`config.mk`:
```
export PLATFORM = sky130hd
export DESIGN_NAME = hsbf_sqrt_cell
export DESIGN_NICKNAME = d
export VERILOG_FILES = /design/src/hw/rtl/hull_slice_buoyancy_force_assert.svh /design/src/hw/rtl/hsbf_pkg.sv /design/src/hw/rtl/hsbf_sqrt_cell.sv
export SDC_FILE = /design/constraint.sdc
export NUM_CORES = 1
export LEC_CHECK = 0
export BUFFER_PORTS_ARGS = -buffer_cell sky130_fd_sc_hd__buf_2
export CORE_UTILIZATION = 35
export DETAILED_ROUTE_END_ITERATION = 12
export PLACE_DENSITY = 0.68
export SLEW_MARGIN = 20
export SYNTH_ARGS = -nofsm -noshare
export SYNTH_HDL_FRONTEND = slang
export SYNTH_SLANG_ARGS = --single-unit
export TNS_END_PERCENT = 20
```
`constraint.sdc`:
```
create_clock -name clk -period 4.75 [get_ports clk]
set_clock_uncertainty 0.15 [all_clocks]
set_input_delay 0.95 -clock clk [delete_from_list [all_inputs] [get_ports clk]]
set_output_delay 0.95 -clock clk [all_outputs]
set_load 0.01 [all_outputs]
```
`src/hw/rtl/hull_slice_buoyancy_force_assert.svh`:
```
// Assertion macros for the hull slice buoyancy block.
// Used by the top level only; depends on clk and rst_n in the including scope.
`ifndef HULL_SLICE_BUOYANCY_FORCE_ASSERT_SVH
`define HULL_SLICE_BUOYANCY_FORCE_ASSERT_SVH

// Same-cycle implication, checked outside reset.
`define HSBF_ASSERT_IMP(lbl, ante, cons, msg) \
    lbl: assert property (@(posedge clk) disable iff (!rst_n) (ante) |-> (cons)) \
        else $error(msg);

// Next-cycle implication, checked outside reset.
`define HSBF_ASSERT_NXT(lbl, ante, cons, msg) \
    lbl: assert property (@(posedge clk) disable iff (!rst_n) (ante) |=> (cons)) \
        else $error(msg);

`endif

```
`src/hw/rtl/hsbf_pkg.sv`:
```
// Shared widths, constants, register codes and stage types of the hull slice
// buoyancy block. No dependencies.
`default_nettype none

package hsbf_pkg;

    localparam int POS_W      = 32;
    localparam int Q_W        = 16;
    localparam int R_W        = 21;
    localparam int LEN_W      = 23;
    localparam int CNT_W      = 7;
    localparam int DEN_W      = 16;
    localparam int G_W        = 21;
    localparam int H_W        = 22;
    localparam int U_W        = 22;
    localparam int SQ_W       = 2 * R_W;
    localparam int S_W        = R_W;
    localparam int XY_W       = 45;
    localparam int Z_W        = 34;
    localparam int TH_W       = 20;
    localparam int AREA_W     = 30;
    localparam int VOL_W      = 37;
    localparam int MASS_W     = VOL_W + DEN_W;
    localparam int PROD_W     = MASS_W + G_W;
    localparam int FORCE_W    = 48;
    localparam int CFG_IDX_W  = 3;
    localparam int CFG_DATA_W = 32;
    localparam int CORDIC_SHIFT = 20;
    localparam int ATAN_N     = 32;
    localparam int ANGLE_ITERATIONS_DEF = 20;

    localparam logic [CFG_IDX_W-1:0] CFG_RADIUS  = 3'd0;
    localparam logic [CFG_IDX_W-1:0] CFG_LENGTH  = 3'd1;
    localparam logic [CFG_IDX_W-1:0] CFG_COUNT   = 3'd2;
    localparam logic [CFG_IDX_W-1:0] CFG_LEVEL   = 3'd3;
    localparam logic [CFG_IDX_W-1:0] CFG_DENSITY = 3'd4;
    localparam logic [CFG_IDX_W-1:0] CFG_GRAVITY = 3'd5;

    localparam logic [R_W-1:0]   RADIUS_RST  = 21'd13959;
    localparam logic [LEN_W-1:0] LENGTH_RST  = 23'd321126;
    localparam logic [CNT_W-1:0] COUNT_RST   = 7'd1;
    localparam logic [POS_W-1:0] LEVEL_RST   = 32'd0;
    localparam logic [DEN_W-1:0] DENSITY_RST = 16'd1000;
    localparam logic [G_W-1:0]   GRAVITY_RST = 21'd642689;
    localparam logic [SQ_W-1:0]  RSQ_RST     = SQ_W'(RADIUS_RST) * SQ_W'(RADIUS_RST);

    localparam logic signed [Z_W-1:0] PI_Q30      = 34'sd3373259426;
    localparam logic signed [Z_W-1:0] HALF_PI_Q30 = 34'sd1686629713;
    localparam logic [FORCE_W-1:0]    FORCE_MAX   = '1;

    // Arc tangent of 2^-i in Q.30 radians.
    localparam logic [31:0] ATAN_Q30 [ATAN_N] = '{
        32'd843314857, 32'd497837829, 32'd263043837, 32'd133525159, 32'd67021687,
        32'd33543516, 32'd16775851, 32'd8388437, 32'd4194283, 32'd2097149,
        32'd1048576, 32'd524288, 32'd262144, 32'd131072, 32'd65536, 32'd32768,
        32'd16384, 32'd8192, 32'd4096, 32'd2048, 32'd1024, 32'd512, 32'd256,
        32'd128, 32'd64, 32'd32, 32'd16, 32'd8, 32'd4, 32'd2, 32'd1, 32'd1
    };

    // Configuration values seen by the datapath.
    typedef struct packed {
        logic [R_W-1:0]          radius;
        logic [SQ_W-1:0]         r_sq;
        logic signed [POS_W-1:0] fluid_level;
        logic [DEN_W-1:0]        density;
        logic [G_W-1:0]          gravity;
        logic [LEN_W-1:0]        slice;
    } cfg_t;

    // Item state inside the square root chain.
    typedef struct packed {
        logic                  wet;
        logic signed [U_W-1:0] u;
        logic [SQ_W-1:0]       rem;
        logic [S_W-1:0]        root;
    } sq_t;

    // Item state inside the angle chain.
    typedef struct packed {
        logic                   wet;
        logic signed [U_W-1:0]  u;
        logic [S_W-1:0]         s;
        logic signed [XY_W-1:0] x;
        logic signed [XY_W-1:0] y;
        logic signed [Z_W-1:0]  z;
    } cd_t;

endpackage

`default_nettype wire

```
`src/hw/rtl/hsbf_sqrt_cell.sv`:
```
// One cell of the square root chain: settles one root bit per item.
// Depends on hsbf_pkg.
`default_nettype none

module hsbf_sqrt_cell
    import hsbf_pkg::*;
#(
    parameter int BIT = 0
)
(
    input  logic clk,
    input  logic rst_n,
    input  logic up_valid,
    output logic up_ready,
    input  sq_t  up_data,
    output logic dn_valid,
    input  logic dn_ready,
    output sq_t  dn_data
);

    localparam int TR_W = SQ_W + 1;

    logic            v_reg;
    sq_t             d_reg, d_next;
    logic [TR_W-1:0] trial;
    logic            take;

    assign up_ready = !v_reg || dn_ready;

    // (root + 2^BIT)^2 - root^2 = root * 2^(BIT+1) + 2^(2*BIT)
    assign trial = (TR_W'(up_data.root) << (BIT + 1)) + (TR_W'(1) << (2 * BIT));
    assign take  = TR_W'(up_data.rem) >= trial;

    always_comb
    begin
        d_next = up_data;
        if (take)
        begin
            d_next.rem  = up_data.rem - trial[SQ_W-1:0];
            d_next.root = up_data.root | (S_W'(1) << BIT);
        end
    end

    always_ff @(posedge clk or negedge rst_n)
    begin
        if (!rst_n)
            v_reg <= 1'b0;
        else if (up_ready)
            v_reg <= up_valid;
    end

    always_ff @(posedge clk)
    begin
        if (up_ready)
            d_reg <= d_next;
    end

    assign dn_valid = v_reg;
    assign dn_data  = d_reg;

endmodule

`default_nettype wire

```
# Yosys cells after proc, flatten, opt, wreduce, memory -nomap -nowiden
# Index checks and enable logic that the tools add are counted.
word_totals:
  out_inout_bits: 88
  inputBits: 90
  reg_bits: 87
  wordCells: 12
op_classes:
  n_reduce_logical: 2
  n_lt_le_gt_ge: 1
  add_sub_neg: 2
  muxes: 1
op_table:
  columns: ["operator", "count"]
  rows:
  - ["two-way mux 63 bit", 1]
  - [">= comparator 42 x 23 -> 1 bit", 1]
  - ["subtractor 42 x 23 -> 42 bit", 1]
  - ["adder 22 x 1 -> 23 bit, second input constant", 1]
  - ["logical NOT 1 bit", 1]
  - ["logical OR 1 bit", 1]

# Logic depth before layout (Yosys ltp)
# Gate-level depths: netlist of the first run.
logic_depth:
  depth_word: 3
  ltp_mapped: 12
  depth_no_buf: 10

# Least setup slack after synthesis of the first run
# OpenSTA, ideal clock, no wires.
synth_timing:
  path_type: "in2out"
  startpoint: "in dn_ready"
  endpoint: "out up_ready"
  n_path_buf: 0
  path_stages: 1
  arrival_time_ns: 3.132
  path_slack_ns: 0.518
  required_time_ns: 3.650
  cell_sequence: "nand2b_1"
synth_via:
  elab_chain_len: 1
synth_lines:
  columns: ["item", "line_no", "text"]
  rows:
  - ["from (decl)", "hsbf_sqrt_cell.sv:17", "input logic dn_ready,"]
  - ["logical OR 1 bit", "hsbf_sqrt_cell.sv:28", "assign up_ready = !v_reg || dn_ready;"]
  - ["to (decl)", "hsbf_sqrt_cell.sv:14", "output logic up_ready,"]
# Every way passes these cells.

==> results of run 1 <==
layout by cell type, fill, tap and decap left out, types with 9 or more instances in the layout:
master	count
nor4_1	12
ha_1	22
a21oi_1	20
clkbuf_16	9
buf_2	177
nand2_1	35
inv_1	27
xor2_1	27
o21ai_0	25
xnor2_1	9
edfxtp_1	86
o21ai_1	10
nor3_1	11
nor2_1	25
final timing paths:
kind,endpoint,depth (start not counted),slack (ps),startpoint
setup / recovery,dn_data[49],10,1180,up_data[16]
min in group clk,dn_data[71],1,630,up_data[71]
setup reg to reg,dn_data[57],2,2760,dn_valid
hold / removal,dn_valid,1,230,rst_n
hold reg to reg,dn_data[83],1,830,dn_valid
max in group asynchronous,dn_valid,1,4140,rst_n
layout make-up:
cell class                 instances  area, um^2
clock inverter                     7        87.6
multi-input combinational        289        1960
sequential                        87        2610
clock buffer                       9         225
inverter                          27         101
tap                              176         220
timing repair buffer             181         916
fill                            1247        7070
registers in the layout, summed over array words and instances, names as in the netlist:
signal    cells
dn_data      86
dn_valid      1
power groups by stage:
stage               logic, uW  clock network (uW)  registers (uW)
floorplan                 191                   0            1020
global placement          407                   0             974
detailed placement        411                   0             975
CTS                       413                 762             959
global route              452                 787             967
finish                    410                 744             958
per-layer routing:
metal | global-route usage | wire [um] | vias to the layer above
met1 | 0.236 | 5650 | 1841
met4 | 0.0457 | 125 | 0
met5 | 0 | 0 | -
met3 | 0.0381 | 586 | 8
met2 | 0.281 | 5620 | 126
li1 | - | - | 1919
cells by family after synthesis:
kind of cell | Yosys count | share of synthesized area
flip-flops | 87 | 0.552
AND/OR/NAND/NOR | 129 | 0.142
buffers and inverters | 40 | 0.0360
XOR/XNOR | 36 | 0.0667
multiplexers | 2 | 0.00450
AO/OA/AOI/OAI | 99 | 0.136
adder cells (fa/ha/maj) | 23 | 0.0625
metrics by stage:
stage / utilization / total power [uW] / cells / cell area (um^2) / setup WS [ps]
CTS: 0.464 / 2130 / 776 / 6120 / 1160
floorplan: - / 1210 / 416 / 4730 / 518
global route: 0.464 / 2210 / 776 / 6120 / 965
finish: 0.464 / 2110 / 776 / 6120 / 1180
detailed placement: 0.440 / 1390 / 760 / 5810 / 810
global placement: 0.440 / 1380 / 760 / 5810 / 906
==> impl_metrics.yaml, run 1 <==
outcome:
  status: "completed"
global_routing:
  grt_overflow: 0
  grtUsageTotal: 0.174
  grt_pass1_wl_mm: 19.1
  grt_max_degree: 47
  antenna_found_initial: 0
  grt_pass1_vias: 3765
yosys:
  syn_area_um2: 4730
  synthArstFlopShare: 0.0115
  synth-seq-area-share: 0.552
  ys_ff_latch: 87
  synth_cell_types: 56
  synthTopCellsByCount: "edfxtp_1, nand2_1, inv_1, xor2_1"
  synth_nets: 529
  syn_avg_cell_area_um2: 11.4
  synth_top_cell_by_area: "edfxtp_1"
  synth_flop_cell: "edfxtp_1"
  syn-instance-count: 416
  yosys-top-cells-area: "edfxtp_1, ha_1, xor2_1"
  synth-edff-count: 86
  synth_most_common_cell: "edfxtp_1"
  yosysWarnings: 0
  synth_top_area_frac: 0.546
critical_path:
  critPathMaxStageDelay_ps: 560
  path_class: "primary input to flip-flop"
  crit_arrival_ps: 3490
  path_cells: "buf_2, inv_1, ha_1, nand2_1, o221a_2, nor3_1, nor3_4, buf_4, o41ai_1, o31ai_1"
  cpMaxStageDelayCell: "nor3_1"
  critPathTopFamily: "compound AO/OA/AOI/OAI gates"
  end_kind: "flip-flop"
  crit_path_start_kind: "primary input"
  path_buf_inv: 3
  critPathRequiredTime_ps: 4670
  worst-path-max-fanout: 37
clock_network:
  insertion_delay_ps: 330
  cts_buffers: 9
  post-cts-setup-buffer-count: 0
  cts-resized-gates: 0
  clockRootBuffer: "clkbuf_16"
  cts_hold_buf: 0
  clock-sinks: 87
  cts_buffer_depth: 2
  cts_htree_levels: 3
  tritoncts: "yes"
  cts.clk_slew.worst_paths_ps: 60
timing:
  period_share: 0.752
  relSlewSlack: 0.489
  worst-slew-pin-transition_ps: 765
  setup_viol: 0
  finalSetupTns_ps: 0
  min_period_ps: 3570
  final-hold-violation-count: 0
  fmax_mhz: 280
  rsz0062_at_grt: "no"
  drv_slew: 0
  whs_ps: 225
power:
  netSwitchingFraction: 0.260
  p_comb_frac: 0.194
  p_sw_uw: 549
  irDropWorstVdd_v: 0.000144
  clkPwrFrac: 0.352
  p_int_uw: 1560
  power.share.sequential: 0.454
  power_density_nw_per_um2: 345
  p_leak_uw: 0.00261
route:
  ant_nets: 0
  vias_per_cell: 5.02
  firstDrtPassIters: 4
  drc: 0
  vias: 3894
  drt-initial-drc-count: 205
  routedWlPerCell_um: 15.4
  wirelength_mm: 12.0
die:
  initial_utilization: 0.358
  rows: 42
  die_area_um2: 14000
  core_um2: 13200
  die_height_um: 118
  io_pins: 178
  die-width_um: 118
cells_and_area:
  fin_nets: 708
  drive_above_1_share: 0.342
  syn_to_final_growth_pct: 29.5
  antenna_cells: 0
run:
  maxCapViolations: 0
placement:
  dpl.hpwl_mm: 9.27
  place_congestion: 0.844
  numPortBuffers: 177
hold_path:
  holdCritPathClass: "primary input to async pin"
No activity file was read; power rests on OpenSTA's default activity.
==> run 2, diff against run 1 <==
==> constraint.sdc (replaced) <==
create_clock -name clk -period 3.5 [get_ports clk]
set_clock_uncertainty 0.15 [all_clocks]
set_input_delay 0.7 -clock clk [delete_from_list [all_inputs] [get_ports clk]]
set_output_delay 0.7 -clock clk [all_outputs]
set_load 0.01 [all_outputs]
==> impl_metrics.yaml, run 2 (synthesis results as in run 1) <==
outcome:
  status: "completed"
route:
  firstDrtPassIters: 4
  drc: 0
  drt-initial-drc-count: 205
  vias_per_cell: 4.93
  wirelength_mm: 12.1
  vias: 3928
  routedWlPerCell_um: 15.2
  ant_nets: 0
global_routing:
  grt_max_degree: 40
  antenna_found_initial: 0
  grt_overflow: 0
  grt_pass1_wl_mm: 19.1
  grt_pass1_vias: 3795
  grtUsageTotal: 0.176
timing:
  drv_slew: 0
  setup_viol: 0
  whs_ps: 369
  final-hold-violation-count: 0
  relSlewSlack: 0.500
  fmax_mhz: 310
  rsz0062_at_grt: "no"
  min_period_ps: 3220
  worst-slew-pin-transition_ps: 748
  period_share: 0.921
die:
  die_height_um: 118
  die_area_um2: 14000
  die-width_um: 118
  io_pins: 178
  initial_utilization: 0.358
  core_um2: 13200
  rows: 42
run:
  maxCapViolations: 0
power:
  p_leak_uw: 0.00273
  power_density_nw_per_um2: 462
  power.share.sequential: 0.446
  netSwitchingFraction: 0.263
  irDropWorstVdd_v: 0.000197
  p_sw_uw: 769
  p_int_uw: 2150
  clkPwrFrac: 0.355
  p_comb_frac: 0.199
clock_network:
  post-cts-setup-buffer-count: 0
  cts_htree_levels: 3
  tritoncts: "yes"
  cts-resized-gates: 0
  clockRootBuffer: "clkbuf_16"
  insertion_delay_ps: 350
  cts.clk_slew.worst_paths_ps: 70
  cts_buffers: 9
  clock-sinks: 87
  cts_buffer_depth: 2
critical_path:
  path_class: "primary input to flip-flop"
  worst-path-max-fanout: 6
  worstRegToRegCells: 2
  crit_arrival_ps: 3150
  critPathRequiredTime_ps: 3430
  crit_path_start_kind: "primary input"
  end_kind: "flip-flop"
cells_and_area:
  fin_nets: 729
  largest_reg_flops: 86
  drive_above_1_share: 0.367
  instances_no_fill: 797
  antenna_cells: 0
  most-common-layout-cells: "buf_2, edfxtp_1, nand2_1"
  final_common_cell: "buf_2"
  finish.utilization: 0.479
  syn_to_final_growth_pct: 33.6
placement:
  numPortBuffers: 177
  dpl.hpwl_mm: 9.54
  numPlacedInstances: 780
  place_congestion: 0.836
hold_path:
  holdCritPathClass: "primary input to flip-flop"
  hold_depth: 1
[run 2: final cells by class]
class | count | area (um^2)
Timing Repair Buffer | 202 | 1100
Multi-Input combinational cell | 289 | 1960
Sequential cell | 87 | 2610
Inverter | 27 | 101
Clock buffer | 9 | 225
Clock inverter | 7 | 95.1
Tap cell | 176 | 220
Fill cell | 1255 | 6880
[run 2: routing by layer]
metal	global-route usage	vias to the layer above	wire length, um
met5	0	-	0
met4	0.0849	0	282
met3	0.0367	21	680
met2	0.279	146	5560
met1	0.229	1799	5600
li1	-	1962	-
[run 2: stage by stage]
step           setup WS [ps]  cell area, um^2  TNS, ps  power [uW]
2_1_floorplan            301             4730        0        1640
3_3_place_gp            81.8             5980        0        1900
3_5_place_dp           -5.71             5980    -5.71        1900
4_1_cts                  340             6310        0        2940
5_1_grt                  152             6310        0        3040
6_report                 278             6310        0        2920
[run 2: repair_timing]
item / 4_1_cts / 5_1_grt
hold buffers: 1 / 0
endpoints found under the hold margin: 1 / 0
setup endpoints to repair: 0 / 0
[run 2: worst paths after layout]
| path | endpoint | slack (ps) | from |
|---|---|---|---|
| worst max-delay path | dn_data[60] | 280 | up_data[7] |
| worst min-delay path | dn_data[67] | 370 | up_data[67] |
| worst max register to register | dn_data[59] | 1800 | dn_valid |
| worst min register to register | dn_data[72] | 660 | dn_valid |
| max in group asynchronous | dn_valid | 2620 | rst_n |
| min in group asynchronous | dn_valid | 500 | rst_n |
[run 2: critical path, cell delays in order]
cell and delay [ps]:
buf_2 100, inv_1 40, ha_1 370, nand3_1 170, o22ai_1 250, buf_4 180, a22oi_1 110, a2111oi_0 620
buf_4 250, nor2_1 50, nor4b_1 140, xor2_1 170
[run 2: power groups by stage]
| stage | registers [uW] | clock network, uW | logic (uW) |
|---|---|---|---|
| floorplan | 1390 | 0 | 259 |
| global route | 1310 | 1100 | 639 |
| global placement | 1320 | 0 | 575 |
| detailed placement | 1320 | 0 | 581 |
| CTS | 1300 | 1050 | 585 |
| finish | 1300 | 1040 | 580 |
==> run 3, diff against run 2 <==
--- a/config.mk
+++ b/config.mk
@@ -6,9 +6,9 @@
 export NUM_CORES = 1
 export LEC_CHECK = 0
 export BUFFER_PORTS_ARGS = -buffer_cell sky130_fd_sc_hd__buf_2
-export CORE_UTILIZATION = 35
+export CORE_UTILIZATION = 43
 export DETAILED_ROUTE_END_ITERATION = 12
-export PLACE_DENSITY = 0.68
+export PLACE_DENSITY = 0.79
 export SLEW_MARGIN = 20
 export SYNTH_ARGS = -nofsm -noshare
 export SYNTH_HDL_FRONTEND = slang
==> constraint.sdc (replaced) <==
create_clock -name clk -period 3.5 [get_ports clk]
set_clock_uncertainty 0.15 [all_clocks]
set_input_delay 0.525 -clock clk [delete_from_list [all_inputs] [get_ports clk]]
set_output_delay 0.525 -clock clk [all_outputs]
set_load 0.01 [all_outputs]
==> impl_metrics.yaml, run 3 (synthesis results as in run 1) <==
critical_path:
  reg2reg_to: "dn_data[60]"
  cp.depth: 8
  endpoint: "dn_data[55]"
  path_buf_inv: 1
  r2r_start: "dn_valid"
  crit_path_start_kind: "primary input"
  cpMaxStageDelayCell: "or4_1"
  worstRegToRegCells: 2
  path_cells: "buf_2, or4_1, or4_1, nor3_2, o211ai_2, o31ai_4, a2111oi_1, xor2_1"
  critPathTopFamily: "simple AND/OR/NAND/NOR gates"
  crit_arrival_ps: 2850
  crit_start: "up_data[52]"
  worst-path-max-fanout: 9
  critPathRequiredTime_ps: 3460
  end_kind: "flip-flop"
  reg2reg_slack_ps: 1830
  path_class: "primary input to flip-flop"
  critPathMaxStageDelay_ps: 590
  cp_common_cell: "or4_1"
clock_network:
  cts_buffers: 9
  tritoncts: "yes"
  cts_buffer_depth: 2
  clockRootBuffer: "clkbuf_8"
  cts-resized-gates: 0
  insertion_delay_ps: 360
  clock-sinks: 87
  post-cts-setup-buffer-count: 0
  cts_htree_levels: 3
  cts.clk_slew.worst_paths_ps: 90
route:
  vias_per_cell: 5.29
  ant_nets: 0
  firstDrtPassIters: 4
  wirelength_mm: 11.4
  routedWlPerCell_um: 15.3
  drt-initial-drc-count: 265
  drc: 0
  vias: 3918
power:
  clkPwrFrac: 0.281
  p_sw_uw: 735
  irDropWorstVdd_v: 0.000185
  p_int_uw: 1840
  p_comb_frac: 0.216
  power.share.sequential: 0.504
  p_leak_uw: 0.00259
  power_density_nw_per_um2: 428
  netSwitchingFraction: 0.285
placement:
  pre_cts_ws_ps: 197
  placed_area_um2: 5800
  place_congestion: 0.833
  dpl.hpwl_mm: 8.88
  numPlacedInstances: 724
  numPortBuffers: 177
run:
  maxCapViolations: 0
global_routing:
  grt_pass1_vias: 3655
  grt_overflow: 0
  grtUsageTotal: 0.198
  grt_max_degree: 36
  grt_pass1_wl_mm: 17.6
  antenna_found_initial: 0
timing:
  setup_slack_ps: 608
  min_period_ps: 2890
  finalSetupTns_ps: 0
  worst-slew-pin-transition_ps: 654
  drv_slew: 0
  final-hold-violation-count: 0
  rsz0062_at_grt: "no"
  fmax_mhz: 346
  whs_ps: 173
  period_share: 0.826
  relSlewSlack: 0.563
  setup_viol: 0
die:
  rows: 37
  die_height_um: 107
  die-width_um: 107
  die_area_um2: 11400
  initial_utilization: 0.450
  io_pins: 178
  core_um2: 10500
cells_and_area:
  largest_reg_flops: 86
  instances_no_fill: 741
  antenna_cells: 0
  fin_nets: 713
  final_common_cell: "buf_2"
  syn_to_final_growth_pct: 27.2
  finalInstanceArea_um2: 6010
  most-common-layout-cells: "buf_2, edfxtp_1, nand2_1"
  drive_above_1_share: 0.350
outcome:
  status: "completed"
hold_path:
  holdCritPathClass: "primary input to flip-flop"
## run 3: how the worst min path moves through the flow
stage | from | endpoint | slack [ps] | cells after the start
after floorplan | rst_n | dn_valid | 80 | 0
after global placement | rst_n | dn_valid | 150 | 1
after detailed placement | rst_n | dn_valid | 150 | 1
after CTS | up_data[79] | dn_data[79] | 160 | 1
after global routing | up_data[68] | dn_data[68] | 140 | 1
final | up_data[68] | dn_data[68] | 170 | 1
## run 3: power by group through the flow
stage | Combinational, uW | Clock (uW) | Sequential (uW)
floorplan | 259 | 0 | 1390
global placement | 548 | 0 | 1320
detailed placement | 554 | 0 | 1320
CTS | 558 | 741 | 1300
global route | 613 | 784 | 1310
finish | 556 | 723 | 1300
## run 3: what timing repair did
action / 4_1_cts / 5_1_grt
hold buffers: 1 / 0
endpoints found under the setup margin: 0 / 0
hold endpoints to repair: 1 / 0
## run 3: metal layers
metal	routed length, um	up-vias	global-route usage
met5	0	-	0
met4	161	0	0.0646
met3	731	13	0.0413
met2	5310	153	0.318
met1	5170	1815	0.268
li1	-	1937	-
## run 3: layout make-up
class,instances,area (um^2)
Timing Repair Buffer,186,968
Clock buffer,9,124
Clock inverter,7,80.1
Fill cell,904,4500
Tap cell,136,170
Multi-Input combinational cell,289,1960
Sequential cell,87,2610
Inverter,27,101
## run 3: metrics by stage
step                total power [uW]   util
floorplan                       1650      -
global placement                1870  0.552
detailed placement              1880  0.552
CTS                             2600  0.572
global route                    2700  0.572
finish                          2580  0.572
